--- config.mk ---
export PLATFORM = sky130hd
export DESIGN_NAME = hierarchical_timer_wheel_unit
export DESIGN_NICKNAME = d
export VERILOG_FILES = /design/src/sv/htw_pkg.sv /design/src/sv/hierarchical_timer_wheel_unit.sv
export SDC_FILE = /design/constraint.sdc
export NUM_CORES = 2
export LEC_CHECK = 0
export BUFFER_PORTS_ARGS = -buffer_cell sky130_fd_sc_hd__buf_2
export CAP_MARGIN = 40
export CORE_ASPECT_RATIO = 0.75
export CORE_MARGIN = 5
export CORE_UTILIZATION = 60
export CTS_BUF_LIST = sky130_fd_sc_hd__clkbuf_16
export DETAILED_ROUTE_END_ITERATION = 8
export PLACE_DENSITY_LB_ADDON = 0.15
export SLEW_MARGIN = 15
export SYNTH_ARGS = -nofsm -noshare
export SYNTH_HDL_FRONTEND = slang
export SYNTH_SLANG_ARGS = --single-unit
--- constraint.sdc ---
create_clock -name clock -period 14.23 [get_ports clock]
set_clock_uncertainty 0.15 [all_clocks]
set_input_delay 2.1345 -clock clock [delete_from_list [all_inputs] [get_ports clock]]
set_output_delay 2.1345 -clock clock [all_outputs]
set_load 0.05 [all_outputs]
--- src/sv/htw_pkg.sv ---
`timescale 1ns / 1ps
// ----------------------------------------------------------------------------
// htw_pkg: shared types and constants of the hierarchical timer wheel
// Field widths, mode and status codes, and the packed stream words.
// ----------------------------------------------------------------------------
package htw_pkg;

   localparam int NumTimers = 32;
   localparam int SlotBits  = 8;
   localparam int NumLevels = 4;
   localparam int IdBits    = 5;
   localparam int LvlBits   = 2;
   localparam int PlaceBits = LvlBits + SlotBits;

   typedef enum logic [2:0] {
      MODE_TICK   = 3'd0,
      MODE_ARM    = 3'd1,
      MODE_CANCEL = 3'd2,
      MODE_CHANGE = 3'd3,
      MODE_PERIOD = 3'd4,
      MODE_ONCE   = 3'd5,
      MODE_QUERY  = 3'd6,
      MODE_QUERY7 = 3'd7
   } mode_type;

   typedef enum logic [2:0] {
      ST_OK       = 3'd0,
      ST_ZERO     = 3'd1,
      ST_PENDING  = 3'd2,
      ST_NOT_PEND = 3'd3,
      ST_NOT_PER  = 3'd4
   } status_type;

   localparam logic KIND_REPLY  = 1'b0;
   localparam logic KIND_EXPIRY = 1'b1;

   // req tdata: mode, timer_id, interval, one_shot = 40 bits
   typedef struct packed {
      logic        one_shot;
      logic [30:0] interval;
      logic [4:0]  timer_id;
      logic [2:0]  mode;
   } req_data_type;

   // rsp tdata: timer_id_res, status, remaining, period, pending, is_one_shot
   typedef struct packed {
      logic [5:0]  pad;
      logic        is_one_shot;
      logic        pending;
      logic [31:0] period;
      logic [31:0] remaining;
      logic [2:0]  status;
      logic [4:0]  timer_id_res;
   } rsp_data_type;

endpackage

--- src/sv/hierarchical_timer_wheel_unit.sv ---
`timescale 1ns / 1ps
// ----------------------------------------------------------------------------
// hierarchical_timer_wheel_unit: hierarchical timing wheel over timer records
// Commands arm, cancel, retime, set period, make one-shot or query; ticks
// advance the wheel and stream out expiries in ascending timer id order.
// ----------------------------------------------------------------------------
// channel  dir  tdata                          tuser        tlast
// req      in   mode,timer_id,interval,one_shot -            -
// rsp      out  id,status,remaining,period,... event_kind   last result
//
// A command runs these steps from its transfer until ready again: remaining time,
// execute, remaining time for the reply, reply, wait for the rsp transfer.
// Filing adds digit search and place write; a change of remaining time also adds
// a remaining-time step. Per advancing level a tick has a slot snapshot, a visit
// per timer record, and per record found a remaining time, an action and maybe
// filing; the emit pass visits records to the last expiry, emits each, then waits.
// Reset is synchronous; no clearing pass. A stalled rsp holds the sequencer.
// ----------------------------------------------------------------------------
module hierarchical_timer_wheel_unit (
   input  logic        clock,
   input  logic        reset,
   input  logic        req_tvalid,
   output logic        req_tready,
   input  logic [39:0] req_tdata,   // mode[2:0], timer_id[7:3], interval[38:8], one_shot[39]
   output logic        rsp_tvalid,
   input  logic        rsp_tready,
   output logic [79:0] rsp_tdata,   // timer_id_res, status, remaining, period, pending,
                                    // is_one_shot, zero pad
   output logic        rsp_tuser,   // event_kind
   output logic        rsp_tlast
);

   localparam int IB = htw_pkg::IdBits;
   localparam int SB = htw_pkg::SlotBits;
   localparam int LB = htw_pkg::LvlBits;
   localparam int PB = htw_pkg::PlaceBits;
   localparam int NT = htw_pkg::NumTimers;
   localparam int NL = htw_pkg::NumLevels;

   typedef enum logic [3:0] {
      S_IDLE, S_CMD_LEFT, S_CMD_EXEC, S_PLACE_DIG, S_PLACE_WR, S_REPLY_LEFT,
      S_REPLY, S_TICK_LVL, S_SCAN, S_SCAN_LEFT, S_SCAN_ACT, S_EMIT_LEFT,
      S_EMIT, S_WAIT, S_CHG_LEFT
   } state_type;

   // timer records: start/period/place hold undefined data until armed
   logic [63:0]  start_mem  [NT];
   logic [31:0]  period_mem [NT];
   logic [PB-1:0] place_mem [NT];
   logic [NT-1:0] pend_ff, once_ff, fired_ff, member_ff;

   logic [63:0]  tick_ff;
   logic [SB-1:0] pos_ff [NL];

   state_type    state_ff;
   state_type    ret_ff;       // state after placement
   htw_pkg::req_data_type req_ff;
   logic [IB-1:0] idx_ff;
   logic [LB-1:0] lvl_ff;
   logic [31:0]  left_ff;
   logic [2:0]   status_ff;
   logic [LB-1:0] dig_lvl_ff;
   logic [SB-1:0] dig_ff;

   logic         out_valid_ff, out_kind_ff, out_last_ff;
   htw_pkg::rsp_data_type out_data_ff;

   // shared unit: remaining time of record idx_ff
   logic [63:0]  due;
   logic [31:0]  left_calc;
   logic [IB-1:0] cur_id;
   assign cur_id    = idx_ff;
   assign due       = start_mem[cur_id] + {32'd0, period_mem[cur_id]};
   assign left_calc = (due > tick_ff) ? 32'(due - tick_ff) : 32'd0;

   // placement digit search over levels (few narrow steps)
   logic [LB-1:0] pl_lvl;
   logic [SB-1:0] pl_dig;
   always_comb begin
      pl_lvl = '0;
      pl_dig = left_ff[SB-1:0];
      for (int l = 1; l < NL; l++) begin
         if (SB * l < 32) begin
            if ((left_ff >> (SB * l)) != 32'd0) begin
               pl_lvl = LB'(l);
               pl_dig = SB'(left_ff >> (SB * l));
            end
         end
      end
   end

   logic last_emit;
   always_comb begin
      last_emit = 1'b1;
      for (int i = 0; i < NT; i++)
         if (i > int'(idx_ff) && fired_ff[i]) last_emit = 1'b0;
   end

   assign req_tready = (state_ff == S_IDLE) && !out_valid_ff;
   assign rsp_tvalid = out_valid_ff;
   assign rsp_tdata  = out_data_ff;
   assign rsp_tuser  = out_kind_ff;
   assign rsp_tlast  = out_last_ff;

   always_ff @(posedge clock) begin
      if (reset) begin
         state_ff     <= S_IDLE;
         pend_ff      <= '0;
         once_ff      <= '0;
         fired_ff     <= '0;
         member_ff    <= '0;
         tick_ff      <= '0;
         for (int l = 0; l < NL; l++) pos_ff[l] <= '0;
         out_valid_ff <= 1'b0;
      end else begin
         if (out_valid_ff && rsp_tready) out_valid_ff <= 1'b0;
         unique case (state_ff)
            S_IDLE: begin
               if (req_tvalid && req_tready) begin
                  req_ff    <= htw_pkg::req_data_type'(req_tdata);
                  idx_ff    <= req_tdata[7:3];
                  status_ff <= htw_pkg::ST_OK;
                  if (htw_pkg::mode_type'(req_tdata[2:0]) == htw_pkg::MODE_TICK) begin
                     tick_ff  <= tick_ff + 64'd1;
                     fired_ff <= '0;
                     lvl_ff   <= '0;
                     state_ff <= S_TICK_LVL;
                  end else begin
                     state_ff <= S_CMD_LEFT;
                  end
               end
            end
            S_CMD_LEFT: begin
               left_ff  <= left_calc;
               state_ff <= S_CMD_EXEC;
            end
            S_CMD_EXEC: begin
               state_ff <= S_REPLY_LEFT;
               unique case (htw_pkg::mode_type'(req_ff.mode))
                  htw_pkg::MODE_ARM: begin
                     if (req_ff.interval == 31'd0) status_ff <= htw_pkg::ST_ZERO;
                     else if (pend_ff[idx_ff]) status_ff <= htw_pkg::ST_PENDING;
                     else begin
                        start_mem[idx_ff]  <= tick_ff;
                        period_mem[idx_ff] <= {1'b0, req_ff.interval};
                        once_ff[idx_ff]    <= req_ff.one_shot;
                        left_ff  <= {1'b0, req_ff.interval};
                        ret_ff   <= S_REPLY_LEFT;
                        state_ff <= S_PLACE_DIG;
                     end
                  end
                  htw_pkg::MODE_CANCEL: begin
                     if (pend_ff[idx_ff]) begin
                        pend_ff[idx_ff]    <= 1'b0;
                        once_ff[idx_ff]    <= 1'b0;
                        start_mem[idx_ff]  <= '0;
                        period_mem[idx_ff] <= '0;
                        place_mem[idx_ff]  <= '0;
                     end else status_ff <= htw_pkg::ST_NOT_PEND;
                  end
                  htw_pkg::MODE_CHANGE: begin
                     if (pend_ff[idx_ff]) begin
                        period_mem[idx_ff] <= period_mem[idx_ff]
                                              + {1'b0, req_ff.interval} - left_ff;
                        // due time follows the wrapped period
                        ret_ff   <= S_REPLY_LEFT;
                        state_ff <= S_CHG_LEFT;
                     end else status_ff <= htw_pkg::ST_NOT_PEND;
                  end
                  htw_pkg::MODE_PERIOD: begin
                     if (once_ff[idx_ff]) status_ff <= htw_pkg::ST_NOT_PER;
                     else period_mem[idx_ff] <= {1'b0, req_ff.interval};
                  end
                  htw_pkg::MODE_ONCE: once_ff[idx_ff] <= 1'b1;
                  default: ;
               endcase
            end
            S_CHG_LEFT: begin
               left_ff  <= left_calc;
               state_ff <= S_PLACE_DIG;
            end
            S_PLACE_DIG: begin
               // left_ff holds the remaining time of idx_ff
               dig_lvl_ff <= pl_lvl;
               dig_ff     <= pl_dig;
               state_ff   <= S_PLACE_WR;
            end
            S_PLACE_WR: begin
               place_mem[idx_ff] <= {dig_lvl_ff, SB'(pos_ff[dig_lvl_ff] + dig_ff)};
               pend_ff[idx_ff]   <= 1'b1;
               state_ff          <= ret_ff;
            end
            S_REPLY_LEFT: begin
               left_ff  <= left_calc;
               state_ff <= S_REPLY;
            end
            S_REPLY: begin
               if (!out_valid_ff) begin
                  out_valid_ff             <= 1'b1;
                  out_kind_ff              <= htw_pkg::KIND_REPLY;
                  out_last_ff              <= 1'b1;
                  out_data_ff.pad          <= '0;
                  out_data_ff.timer_id_res <= idx_ff;
                  out_data_ff.status       <= status_ff;
                  out_data_ff.remaining    <= pend_ff[idx_ff] ? left_ff : 32'd0;
                  out_data_ff.period       <= pend_ff[idx_ff] ? period_mem[idx_ff] : 32'd0;
                  out_data_ff.pending      <= pend_ff[idx_ff];
                  out_data_ff.is_one_shot  <= once_ff[idx_ff];
                  state_ff                 <= S_WAIT;
               end
            end
            S_TICK_LVL: begin
               // advance level, snapshot its slot members
               pos_ff[lvl_ff] <= pos_ff[lvl_ff] + SB'(1);
               for (int i = 0; i < NT; i++)
                  member_ff[i] <= pend_ff[i] &&
                     place_mem[i] == {lvl_ff, SB'(pos_ff[lvl_ff] + SB'(1))};
               idx_ff   <= '0;
               state_ff <= S_SCAN;
            end
            S_SCAN: begin
               if (member_ff[idx_ff]) begin
                  pend_ff[idx_ff] <= 1'b0;
                  state_ff <= S_SCAN_LEFT;
               end else if (idx_ff == IB'(NT - 1)) begin
                  idx_ff <= '0;
                  if (pos_ff[lvl_ff] == '0 && lvl_ff != LB'(NL - 1)) begin
                     lvl_ff   <= lvl_ff + LB'(1);
                     state_ff <= S_TICK_LVL;
                  end else state_ff <= S_EMIT_LEFT;
               end else idx_ff <= idx_ff + IB'(1);
            end
            S_SCAN_LEFT: begin
               left_ff  <= left_calc;
               state_ff <= S_SCAN_ACT;
            end
            S_SCAN_ACT: begin
               member_ff[idx_ff] <= 1'b0;
               ret_ff            <= S_SCAN;
               if (left_ff != 32'd0) state_ff <= S_PLACE_DIG;
               else begin
                  fired_ff[idx_ff] <= 1'b1;
                  if (!once_ff[idx_ff]) begin
                     start_mem[idx_ff] <= tick_ff;
                     left_ff  <= period_mem[idx_ff];
                     state_ff <= S_PLACE_DIG;
                  end else state_ff <= S_SCAN;
               end
            end
            S_EMIT_LEFT: begin
               if (fired_ff[idx_ff]) begin
                  left_ff  <= left_calc;
                  state_ff <= S_EMIT;
               end else if (idx_ff == IB'(NT - 1)) state_ff <= S_WAIT;
               else idx_ff <= idx_ff + IB'(1);
            end
            S_EMIT: begin
               if (!out_valid_ff) begin
                  out_valid_ff             <= 1'b1;
                  out_kind_ff              <= htw_pkg::KIND_EXPIRY;
                  out_last_ff              <= last_emit;
                  out_data_ff.pad          <= '0;
                  out_data_ff.timer_id_res <= idx_ff;
                  out_data_ff.status       <= htw_pkg::ST_OK;
                  out_data_ff.remaining    <= pend_ff[idx_ff] ? left_ff : 32'd0;
                  out_data_ff.period       <= pend_ff[idx_ff] ? period_mem[idx_ff] : 32'd0;
                  out_data_ff.pending      <= pend_ff[idx_ff];
                  out_data_ff.is_one_shot  <= once_ff[idx_ff];
                  fired_ff[idx_ff]         <= 1'b0;
                  if (last_emit) state_ff <= S_WAIT;
                  else begin
                     idx_ff   <= idx_ff + IB'(1);
                     state_ff <= S_EMIT_LEFT;
                  end
               end
            end
            S_WAIT: begin
               if (!out_valid_ff || rsp_tready) state_ff <= S_IDLE;
            end
            default: state_ff <= S_IDLE;
         endcase
      end
   end

   a_hold: assert property (@(posedge clock) disable iff (reset)
      rsp_tvalid && !rsp_tready |=> rsp_tvalid && $stable(rsp_tdata))
      else $error("rsp transfer changed while stalled");
   a_busy: assert property (@(posedge clock) disable iff (reset)
      state_ff != S_IDLE |-> !req_tready)
      else $error("req ready while sequencer busy");
   a_reply_last: assert property (@(posedge clock) disable iff (reset)
      rsp_tvalid && rsp_tuser == htw_pkg::KIND_REPLY |-> rsp_tlast)
      else $error("command reply without last");

endmodule

==> flow_metrics.tcl <==
set metrics [dict create \
    arrival_ns 10.80 \
    synthAdderAreaFrac 0.0158 \
    seq_area_frac_synth 0.708 \
    synth_edf_count 3589 \
    track_usage 0.336 \
    critical-path-max-stage-delay_ns 0.66 \
    tightest_slew_ns 1.20 \
    max_freq_ghz 0.0966 \
    overflow 0 \
    synth_top_family_by_area "multiplexers" \
    ctsHoldBuffers 0 \
    synth_compound_area_frac 0.0330 \
    cp-start-kind "flip-flop" \
    power.share.clock 0.260 \
    reg2reg_to "left_ff[29]" \
    fill_cells 16600 \
    die_y_um 454 \
    post_drt_wl_per_cell_um 36.0 \
    fin_ws_ns 3.88 \
    dr.pass1.iters 6 \
    irDropWorstVdd_v 0.000509 \
    place_congestion 0.952 \
    syn_area_mm2 0.158 \
    row_count 163 \
    antenna_found_initial 17 \
    setup_violations 0 \
    endpoint_kind "flip-flop" \
    final_cell_area_mm2 0.177 \
    fin_cells 12800 \
    placed_cell_area_mm2 0.165 \
    yosys_warnings 0 \
    vias 88100 \
    dp_hpwl_um 269000 \
    final_util 0.676 \
    insertion_delay_ns 0.93 \
    cts.sinks 3793 \
    fin_crit_ns 10.35 \
    cts_setup_buffers 0 \
    cts_htree_levels 5 \
    fp.coreArea_mm2 0.262 \
    r2r_slack_ns 3.88 \
    drt_iter0_drc 14200 \
    grt_pass1_wl_um 647000 \
    clock-root-buffer "clkbuf_16" \
    drc 0 \
    slowest_stage "buf_4" \
    syn_area_per_cell_um2 18.2 \
    grt_max_degree 137 \
    synth-main-ff-cell "edfxtp_1" \
    dp_slack_ns 3.92 \
    p_sw_mw 13.3 \
    die_w_um 602 \
    synth_seq_cells 3793 \
    routed_wirelength_um 461000 \
    crit_type "reg -> reg" \
    pin_count 128 \
    viasPerCell 6.87 \
    clk_pin_slew_ns 0.06 \
    power.leakage_nw 57.1 \
    cts_made_buffers 360 \
    syn_to_final_growth_pct 12.4 \
    hold_path.class "reg -> reg" \
    netlist_instances 8658 \
    synth-simple-area-share 0.0478 \
    relSlewSlack 0.199 \
    finalCritPeriodShare 0.727 \
    clock_path_buffers 4 \
    place_inst 12100 \
    internal_power_mw 23.4 \
    cp-endpoint "left_ff[29]" \
    power_mw 36.7 \
    pwr_density_cell_mw_per_mm2 207 \
    rsz0062_at_grt "false" \
    hold_viol_final 0 \
    hold_slack_ns 0.327 \
    synthArstFlopShare 0 \
    maxCapViolCount 0 \
    dieArea_mm2 0.274 \
    status "completed" \
    cts_tree "built" \
    worst_r2r_path_depth 28 \
    crit_fanout 136 \
    start_util 0.602 \
    antenna_left 0 \
    cts_resized 0 \
    maxSlewViolCount 0 \
    worstPathRequired_ns 14.68 \
    p_seq_frac 0.344 \
    tns_ns 0 \
    grt_pass1_vias 84900 \
    layout-drive-gt1-share 0.226 \
    comb_power_share 0.396 \
    nets 9281 \
    synth_cell_types 95 \
    swShare 0.362 \
    synth_mux_area_frac 0.145 \
    path_common_cell "buf_4" \
    port-buffer-count 121 \
    synth_xor_area_frac 0.0287 \
]
[layout by cell type (no fill, tap or decap), drive strengths merged, types with 26 or more instances in the layout]
cell type and instances:
a211oi 32, a21o 38, a21oi 273, a22oi 67, and2 120, and3 29, buf 482, bufinv 42
clkbuf 364, clkinv 145, dfxtp 204, edfxtp 3589, fa 34, ha 144, inv 326, mux2 26
mux2i 163, mux4 913, nand2 325, nand2b 35, nand3 200, nand3b 33, nand4 119, nor2 451
nor2b 44, nor3 82, nor4 54, o211ai 43, o21ai 207, o221ai 32, xnor2 267, xor2 244
[layer usage]
metal	up-vias	share of wire	global-route usage
met5	-	0.00024	0
met4	18	0.054	0.155
met3	1006	0.12	0.0775
met2	6138	0.45	0.497
met1	45600	0.37	0.483
li1	35300	-	-
[kinds of logic after synthesis]
logic type | after synthesis
DFF | 3793
and+or+nand+nor | 1547
muxes | 1102
AOI/OAI and AO/OA | 840
buffers and inverters | 684
xor gates and xnor gates | 511
adders and majority gates | 180
other | 1
[synth_stat cells, types with 44 or more instances]
cell type | n | area share
a22oi_1 | 67 | 0.0032
edfxtp_1 | 3589 | 0.68
nor2b_1 | 44 | 0.0017
xnor2_1 | 263 | 0.015
clkbuf_1 | 203 | 0.0048
buf_2 | 119 | 0.0038
nand2_1 | 325 | 0.0077
o21ai_0 | 203 | 0.0064
a21oi_1 | 273 | 0.0087
nand4_1 | 119 | 0.0047
nor2_1 | 447 | 0.011
nor3_1 | 79 | 0.0025
mux4_2 | 903 | 0.13
and2_1 | 119 | 0.0047
dfxtp_1 | 204 | 0.026
nand3_1 | 199 | 0.0063
xor2_1 | 241 | 0.013
ha_1 | 144 | 0.011
inv_1 | 231 | 0.0055
nor4_1 | 51 | 0.0020
mux2i_1 | 130 | 0.0082
[worst max-delay path: cells and delay by family, from the launching register on]
| kind | cells | cell delay (ns) |
|---|---|---|
| XOR/XNOR | 1 | 0.13 |
| buffers and inverters | 5 | 1.98 |
| adder cells (fa/ha/maj) | 2 | 0.57 |
| flip-flops | 1 | 0.65 |
| multiplexers | 3 | 1.33 |
| AND/OR/NAND/NOR | 8 | 2.24 |
| AO/OA/AOI/OAI | 9 | 2.59 |
[flip-flops by register name, indices dropped and copies added, names as in the netlist, named ones only]
signal      flops
lvl_ff          2
ret_ff          2
rsp_tuser       1
rsp_tvalid      1
cur_id          5
member_ff      32
tick_ff        64
dig_ff          8
rsp_tdata      74
fired_ff       32
left_ff        32
place_mem     320
dig_lvl_ff      2
period_mem   1024
state_ff        4
start_mem    2048
pos_ff         32
req_ff         35
status_ff       3
rsp_tlast       1
[worst min path at each step]
stage | start | end | slack, ns | cells after the start
finish | flip-flop | flip-flop | 0.33 | 2
global route | flip-flop | flip-flop | 0.36 | 2
CTS | flip-flop | flip-flop | 0.33 | 2
detailed placement | flip-flop | flip-flop | 0.32 | 2
global placement | flip-flop | flip-flop | 0.32 | 2
floorplan | cur_id[2] | rsp_tdata[2] | 0.27 | 0
[final cells by class]
cell class	instances	area, µm²	area share
sequential	3793	112000	0.631
multi-input combinational	4186	43500	0.245
clock buffer	364	9110	0.0513
timing repair buffer	482	5130	0.0289
tap	3465	4340	0.0244
clock inverter	291	2550	0.0144
inverter	236	901	0.00508
antenna	5	12.5	0.0000705
[power groups by stage]
stage	Sequential, mW	Combinational, mW	Clock [mW]
2_1_floorplan	12.7	10.0	0
3_5_place_dp	12.8	14.2	0
3_3_place_gp	12.8	14.0	0
6_report	12.6	14.5	9.56
4_1_cts	12.6	14.2	9.63
5_1_grt	12.6	15.5	10.1
Power figures use the tool's default switching activity.
